### src/rtl/core/assert_macros.svh
// Assertion helpers shared by the RTL.
`ifndef ASSERT_MACROS_SVH
`define ASSERT_MACROS_SVH

// Same-cycle implication, ignored while reset is high.
`define ASSERT_IMPLY(label, clk, rst, ante, cons, msg) \
  label: assert property (@(posedge clk) disable iff (rst) (ante) |-> (cons)) \
    else $error(msg);

// Fixed-delay implication, ignored while reset is high.
`define ASSERT_DELAY(label, clk, rst, ante, dly, cons, msg) \
  label: assert property (@(posedge clk) disable iff (rst) (ante) |-> ##dly (cons)) \
    else $error(msg);

`endif

### src/rtl/core/hprl_pkg.sv
package hprl_pkg;

  localparam int LEVEL_W       = 4;
  localparam int PIX_W         = 30;
  localparam int RING_W        = 15;
  localparam int POS_W         = 16;
  localparam int MAX_LEVEL_DEF = 13;
  // width of the intermediate sums on pixel counts
  localparam int CALC_W        = 32;

endpackage

### src/rtl/core/healpix_ring_pixel_locator.sv
// Channel   Direction  Handshake          Word
// config    in         cfg_we             cfg_wdata (level)
// pixel     in         start, busy        pixel_index
// result    out        done (one cycle)   ring_number, pixel_in_ring, valid_res
//
// One word is taken every cycle; busy is always low.
// From accept to done a word passes the input register, region decode, one
// stage per two root bits of the cap square root, the r*(r-1) multiply, then
// the output register.
// rst is synchronous and clears the level register and every stage valid bit.
// The receiver cannot stall, so the pipeline never holds.

module healpix_ring_pixel_locator #(
  parameter int MAX_LEVEL = hprl_pkg::MAX_LEVEL_DEF
) (
  input  logic                         clk,
  input  logic                         rst,
  input  logic                         cfg_we,
  input  logic [hprl_pkg::LEVEL_W-1:0] cfg_wdata,
  input  logic                         start,
  output logic                         busy,
  input  logic [hprl_pkg::PIX_W-1:0]   pixel_index,
  output logic                         done,
  output logic [hprl_pkg::RING_W-1:0]  ring_number,
  output logic [hprl_pkg::POS_W-1:0]   pixel_in_ring,
  output logic                         valid_res
);
  import hprl_pkg::*;

  `include "assert_macros.svh"

  localparam int SQ_STG = (MAX_LEVEL + 2) / 2;
  localparam int SQ_IT  = 2 * SQ_STG;
  localparam int RAD_W  = 2 * SQ_IT;
  localparam int ROOT_W = SQ_IT;
  localparam int REM_W  = SQ_IT + 3;
  localparam int LAT    = SQ_STG + 4;

  typedef enum logic [1:0] {REG_NONE, REG_NORTH, REG_BELT, REG_SOUTH} region_t;

  typedef struct packed {
    logic                vld;
    region_t             region;
    logic [LEVEL_W-1:0]  lvl;
    logic [RAD_W-1:0]    a;
    logic [RING_W-1:0]   b_ring;
    logic [POS_W-1:0]    b_pos;
    logic [RAD_W-1:0]    rad;
    logic [REM_W-1:0]    rem;
    logic [ROOT_W-1:0]   root;
  } sq_t;

  typedef struct packed {
    logic                vld;
    region_t             region;
    logic [LEVEL_W-1:0]  lvl;
    logic [RAD_W-1:0]    a;
    logic [RING_W-1:0]   b_ring;
    logic [POS_W-1:0]    b_pos;
    logic [ROOT_W-1:0]   r;
    logic [2*ROOT_W-1:0] prod;
  } mul_t;

  logic [LEVEL_W-1:0] level;
  logic               in_vld;
  logic [PIX_W-1:0]   in_pix;
  logic [LEVEL_W-1:0] in_lvl;

  sq_t  cls;
  sq_t  sq      [0:SQ_STG];
  sq_t  sq_next [1:SQ_STG];
  mul_t mul;
  mul_t mul_next;

  logic [RING_W-1:0] ring_next;
  logic [POS_W-1:0]  pos_next;

  assign busy = 1'b0;

  always_ff @(posedge clk) begin
    if (rst) begin
      level <= '0;
    end else if (cfg_we) begin
      level <= cfg_wdata;
    end
  end

  // input register
  always_ff @(posedge clk) begin
    in_pix <= pixel_index;
    in_lvl <= level;
    if (rst) begin
      in_vld <= 1'b0;
    end else begin
      in_vld <= start && !busy;
    end
  end

  // region decode, belt result and square root operand
  always_comb begin
    logic [CALC_W-1:0] pix_ext, npix, ncap, back, q, mask, nside;
    logic [5:0]        sh_npix, sh_ncap;
    logic [4:0]        sh_n2, sh_n4;
    logic              lvl_ok;
    pix_ext = CALC_W'(in_pix);
    sh_npix = {1'b0, in_lvl, 1'b0} + 6'd2;
    sh_ncap = {1'b0, in_lvl, 1'b0} + 6'd1;
    sh_n2   = {1'b0, in_lvl} + 5'd1;
    sh_n4   = {1'b0, in_lvl} + 5'd2;
    lvl_ok  = int'(in_lvl) <= MAX_LEVEL;
    nside   = CALC_W'(1) << in_lvl;
    npix    = CALC_W'(3) << sh_npix;
    ncap    = (CALC_W'(1) << sh_ncap) - (CALC_W'(1) << sh_n2);
    mask    = (CALC_W'(1) << sh_n4) - CALC_W'(1);
    back    = npix - pix_ext;
    q       = pix_ext - ncap;

    cls        = '0;
    cls.vld    = in_vld;
    cls.lvl    = in_lvl;
    cls.b_ring = RING_W'((q >> sh_n4) + nside);
    cls.b_pos  = POS_W'((q & mask) + CALC_W'(1));
    priority if (!lvl_ok || pix_ext >= npix) begin
      cls.region = REG_NONE;
    end else if (pix_ext < ncap) begin
      cls.region = REG_NORTH;
      cls.a      = RAD_W'(pix_ext);
      cls.rad    = RAD_W'((pix_ext << 1) | CALC_W'(1));
    end else if (pix_ext < npix - ncap) begin
      cls.region = REG_BELT;
    end else begin
      cls.region = REG_SOUTH;
      cls.a      = RAD_W'(back);
      cls.rad    = RAD_W'((back << 1) - CALC_W'(1));
    end
  end

  // two root bits per stage
  always_comb begin
    sq_t              cur;
    logic [REM_W-1:0] rem_s, trial;
    for (int k = 1; k <= SQ_STG; k++) begin
      cur = sq[k-1];
      for (int j = 0; j < 2; j++) begin
        rem_s   = {cur.rem[REM_W-3:0], cur.rad[RAD_W-1 -: 2]};
        cur.rad = cur.rad << 2;
        trial   = REM_W'({cur.root, 2'b01});
        if (rem_s >= trial) begin
          cur.rem  = rem_s - trial;
          cur.root = {cur.root[ROOT_W-2:0], 1'b1};
        end else begin
          cur.rem  = rem_s;
          cur.root = {cur.root[ROOT_W-2:0], 1'b0};
        end
      end
      sq_next[k] = cur;
    end
  end

  always_ff @(posedge clk) begin
    if (rst) begin
      for (int k = 0; k <= SQ_STG; k++) begin
        sq[k].vld <= 1'b0;
      end
    end else begin
      sq[0] <= cls;
      for (int k = 1; k <= SQ_STG; k++) begin
        sq[k] <= sq_next[k];
      end
    end
  end

  // ring in the cap and its pixel offset
  always_comb begin
    logic [ROOT_W:0]     r1;
    logic [2*ROOT_W-1:0] r_w;
    r1              = {1'b0, sq[SQ_STG].root} + (ROOT_W+1)'(1);
    r_w             = (2*ROOT_W)'(r1[ROOT_W:1]);
    mul_next.vld    = sq[SQ_STG].vld;
    mul_next.region = sq[SQ_STG].region;
    mul_next.lvl    = sq[SQ_STG].lvl;
    mul_next.a      = sq[SQ_STG].a;
    mul_next.b_ring = sq[SQ_STG].b_ring;
    mul_next.b_pos  = sq[SQ_STG].b_pos;
    mul_next.r      = r1[ROOT_W:1];
    mul_next.prod   = r_w * (r_w - (2*ROOT_W)'(1));
  end

  always_ff @(posedge clk) begin
    if (rst) begin
      mul.vld <= 1'b0;
    end else begin
      mul <= mul_next;
    end
  end

  always_comb begin
    logic [CALC_W-1:0] a_ext, r_ext, p2, n4;
    logic [4:0]        sh_n4;
    sh_n4 = {1'b0, mul.lvl} + 5'd2;
    a_ext = CALC_W'(mul.a);
    r_ext = CALC_W'(mul.r);
    p2    = CALC_W'(mul.prod) << 1;
    n4    = CALC_W'(1) << sh_n4;
    unique case (mul.region)
      REG_NORTH: begin
        ring_next = RING_W'(r_ext);
        pos_next  = POS_W'(a_ext + CALC_W'(1) - p2);
      end
      REG_BELT: begin
        ring_next = mul.b_ring;
        pos_next  = mul.b_pos;
      end
      REG_SOUTH: begin
        ring_next = RING_W'(n4 - r_ext);
        pos_next  = POS_W'((r_ext << 2) + CALC_W'(1) - a_ext + p2);
      end
      default: begin
        ring_next = '0;
        pos_next  = '0;
      end
    endcase
  end

  always_ff @(posedge clk) begin
    ring_number   <= ring_next;
    pixel_in_ring <= pos_next;
    valid_res     <= mul.region != REG_NONE;
    if (rst) begin
      done <= 1'b0;
    end else begin
      done <= mul.vld;
    end
  end

  `ASSERT_DELAY(a_fixed_latency, clk, rst, start && !busy, LAT, done,
    "accepted word did not come out after the pipeline latency")

  `ASSERT_IMPLY(a_invalid_zero, clk, rst, done && !valid_res,
    ring_number == '0 && pixel_in_ring == '0,
    "invalid word carries a non-zero ring or position")

  `ASSERT_IMPLY(a_valid_nonzero, clk, rst, done && valid_res,
    ring_number != '0 && pixel_in_ring != '0,
    "valid word has a zero ring or position")

endmodule
### config.mk
export PLATFORM = sky130hd
export DESIGN_NAME = healpix_ring_pixel_locator
export DESIGN_NICKNAME = d
export VERILOG_FILES = /design/src/rtl/core/hprl_pkg.sv /design/src/rtl/core/healpix_ring_pixel_locator.sv
export VERILOG_INCLUDE_DIRS = /design/src /design/src/rtl/core
export SDC_FILE = /design/constraint.sdc
export NUM_CORES = 2
export LEC_CHECK = 0
export BUFFER_PORTS_ARGS = -buffer_cell sky130_fd_sc_hd__buf_2
export CELL_PAD_IN_SITES_DETAIL_PLACEMENT = 0
export CELL_PAD_IN_SITES_GLOBAL_PLACEMENT = 2
export CORE_UTILIZATION = 47
export DETAILED_ROUTE_END_ITERATION = 6
export PLACE_DENSITY_LB_ADDON = 0.08
export SLEW_MARGIN = 0
export SYNTH_ARGS = -nofsm -noshare
export SYNTH_HDL_FRONTEND = slang
export SYNTH_SLANG_ARGS = --single-unit
### constraint.sdc
create_clock -name clk -period 42.9 [get_ports clk]
set_clock_uncertainty 0.2 [all_clocks]
set_input_delay 4.29 -clock clk [delete_from_list [all_inputs] [get_ports clk]]
set_output_delay 4.29 -clock clk [all_outputs]
set_load 0.005 [all_outputs]
==> results.py <==
metrics = {
    "clocking": {
        "numCtsBuffers": 86,
        "cts_tree": "yes",
        "clk_pin_slew_ps": 60,
        "clockRootBuffer": "clkbuf_16",
        "cts_resized": 0,
        "hold_buffers": 0,
        "post_cts_buffers": 0,
        "htree_num_levels": 3,
        "cts.path.max_buffers": 3,
        "clock_latency_ps": 680,
        "cts_sinks": 830,
    },
    "cells_and_area": {
        "area_delta_synth_final_pct": 10.01,
        "drive_gt1_frac": 0.07217,
        "diodes": 0,
        "final_nets": 4891,
        "finalCoreUtilization": 0.5207,
    },
    "yosys": {
        "ys_warn_count": 0,
        "synth_most_common_cell": "edfxtp_1",
        "synth_compound_area_frac": 0.1253,
        "async_reset_ff_frac": 0,
        "synth_top_cell_by_area": "edfxtp_1",
        "ys_top_cells_by_count": "749 x edfxtp_1, 401 x ha_1, 401 x inv_1",
        "netlist_instances": 4272,
        "synthTopCellsByArea": "edfxtp_1 47%, ha_1 10%, xnor2_1 4.2%, fa_1 3.6%, dfxtp_1 3.4%",
        "synth.distinct_cells": 102,
        "synth_area_um2": 48160,
        "synth_xor_area_frac": 0.06199,
        "synth_top_area_share": 0.4670,
        "synth_seq_cells": 830,
        "synth_simple_gate_area_frac": 0.1127,
        "synth_top_family_by_area": "adder cells",
        "ys.flop_type": "edfxtp_1",
        "synth_edf_count": 749,
        "synth.yosys.seq_area_share": 0.5007,
        "synth_fa_ha_area_frac": 0.1408,
        "synthMuxAreaShare": 0.01782,
        "syn_avg_cell_area_um2": 11.27,
    },
    "grt": {
        "grt_util_all_layers": 0.2126,
        "first_global_vias": 30500,
        "antenna_found_initial": 2,
        "grt_max_degree": 188,
        "grt_pass1_wl_um": 171100,
        "overflow": 0,
    },
    "route": {
        "via_count": 30910,
        "detail_route.first_pass.iterations": 5,
        "first_iter_violations": 1756,
        "wl_um": 109700,
        "drt-wirelength-per-cell_um": 18.91,
        "postRouteAntennaNets": 0,
        "vias_per_cell": 5.328,
        "drc": 0,
    },
    "timing": {
        "hold_viol": 0,
        "worstMarginPinSlew_ps": 1059,
        "slew_headroom": 0.2939,
        "period_needed_ps": 9964,
        "finalSetupTns_ps": 0,
        "slew_viol_final": 0,
        "finalSetupViolCount": 0,
        "clock.fmax_mhz": 100.4,
        "fin_crit_sh": 0.2323,
        "rsz0062_at_grt": "false",
    },
    "place": {
        "gp_congestion": 0.8592,
        "io_buffer_count": 70,
        "dp_hpwl_um": 84030,
    },
    "floorplanning": {
        "die_w_um": 322.1,
        "core_um2": 101700,
        "dieArea_um2": 103700,
        "die_h_um": 322.1,
        "ios": 72,
        "start_util": 0.4733,
        "placementRows": 117,
    },
    "worst_setup_path": {
        "critPathLaunchType": "flip-flop",
        "critPathCaptureType": "flip-flop",
        "critPathArrivalTime_ps": 10120,
        "path_class": "flip-flop to flip-flop",
        "regToRegSetupSlack_ps": 32940,
        "crit_top_cell": "o21ai_0",
        "cp_slowest_cell": "clkinv_1",
        "required_ps": 43060,
        "critical_path_peak_fanout": 52,
        "critical_path.top_delay_family": "compound AO/OA/AOI/OAI gates",
        "cpPeakStageDelay_ps": 660,
        "path_buf_inv": 2,
    },
    "status": {
        "status": "completed",
    },
    "job": {
        "drv_cap": 0,
    },
    "min_path": {
        "hp-class": "flip-flop to flip-flop",
    },
}
[final timing paths]
check,start,endpoint,cells after the start
setup / recovery,in_lvl[3],sq[0][89],38
hold / removal,level[0],in_lvl[0],0
setup reg to reg,in_lvl[3],sq[0][89],38
hold reg to reg,level[0],in_lvl[0],0
[cell families after synthesis]
| logic type | after synthesis |
|---|---|
| compound gates | 909 |
| other cells | 2 |
| xor+xnor | 336 |
| simple gates | 1122 |
| fa+ha+maj | 491 |
| buf+inv | 509 |
| mux | 73 |
| flops | 830 |
[per-stage QoR]
| stage | hold WS, ps | area (um^2) | instances | setup slack (ps) |
|---|---|---|---|---|
| 6_report | 165.0 | 52980 | 5802 | 32940 |
| 5_1_grt | 165.8 | 52980 | 5802 | 32140 |
| 2_1_floorplan | 130.1 | 48180 | 4279 | 22780 |
| 4_1_cts | 164.4 | 52980 | 5802 | 32970 |
| 3_5_place_dp | 156.2 | 50090 | 5646 | 33020 |
| 3_3_place_gp | 157.8 | 50090 | 5646 | 33220 |
[per-layer routing]
| metal | routed length (um) | vias up | GRT usage | share of wire |
|---|---|---|---|---|
| met2 | 52450 | 472 | 0.3589 | 0.48 |
| met3 | 3069 | 181 | 0.02433 | 0.028 |
| met1 | 50660 | 14620 | 0.2827 | 0.46 |
| met5 | 11 | - | 0 | 0.00010 |
| li1 | - | 15640 | - | - |
| met4 | 3492 | 2 | 0.07407 | 0.032 |
[cell type report]
| cell class | count | area (um^2) |
|---|---|---|
| inverters | 411 | 1550 |
| well taps | 1368 | 1712 |
| fillers | 9016 | 48760 |
| multi-input cells | 2940 | 22150 |
| repair buffers | 97 | 565.5 |
| clock inverters | 53 | 659.4 |
| clock buffers | 103 | 2226 |
| flip-flops and latches | 830 | 24120 |
[cell usage in the layout, fill, tap and decap left out, types with 18 or more instances in the layout]
cell type,instances
buf_2,70
nor4_1,24
a22o_1,50
buf_4,26
nand2_1,283
xor2_1,100
a211oi_1,24
inv_1,400
o21ai_0,186
dfxtp_1,79
a21o_1,78
clkbuf_16,86
o211ai_1,22
and3_1,18
o31ai_1,34
nand2b_1,67
edfxtp_1,749
mux2i_1,52
a21oi_1,214
or2_2,34
o21bai_1,46
or3_1,21
nor2b_1,54
a31oi_1,36
clkinv_1,20
fa_1,86
a21boi_0,29
nor2_1,326
nand3_1,63
o21a_1,54
nor3_1,104
nand4_1,45
and2_1,21
ha_1,401
xnor2_1,232
[sequential cells by signal, summed over array words and instances (netlist names)]
register / flops
in_lvl: 4
in_vld: 1
mul: 82
pixel_in_ring: 16
in_pix: 30
level: 4
sq: 676
ring_number: 15
valid_res: 1
done: 1
Power is not shown: default switching activity piles up to over one toggle a cycle in this logic, so the estimate is an artifact.
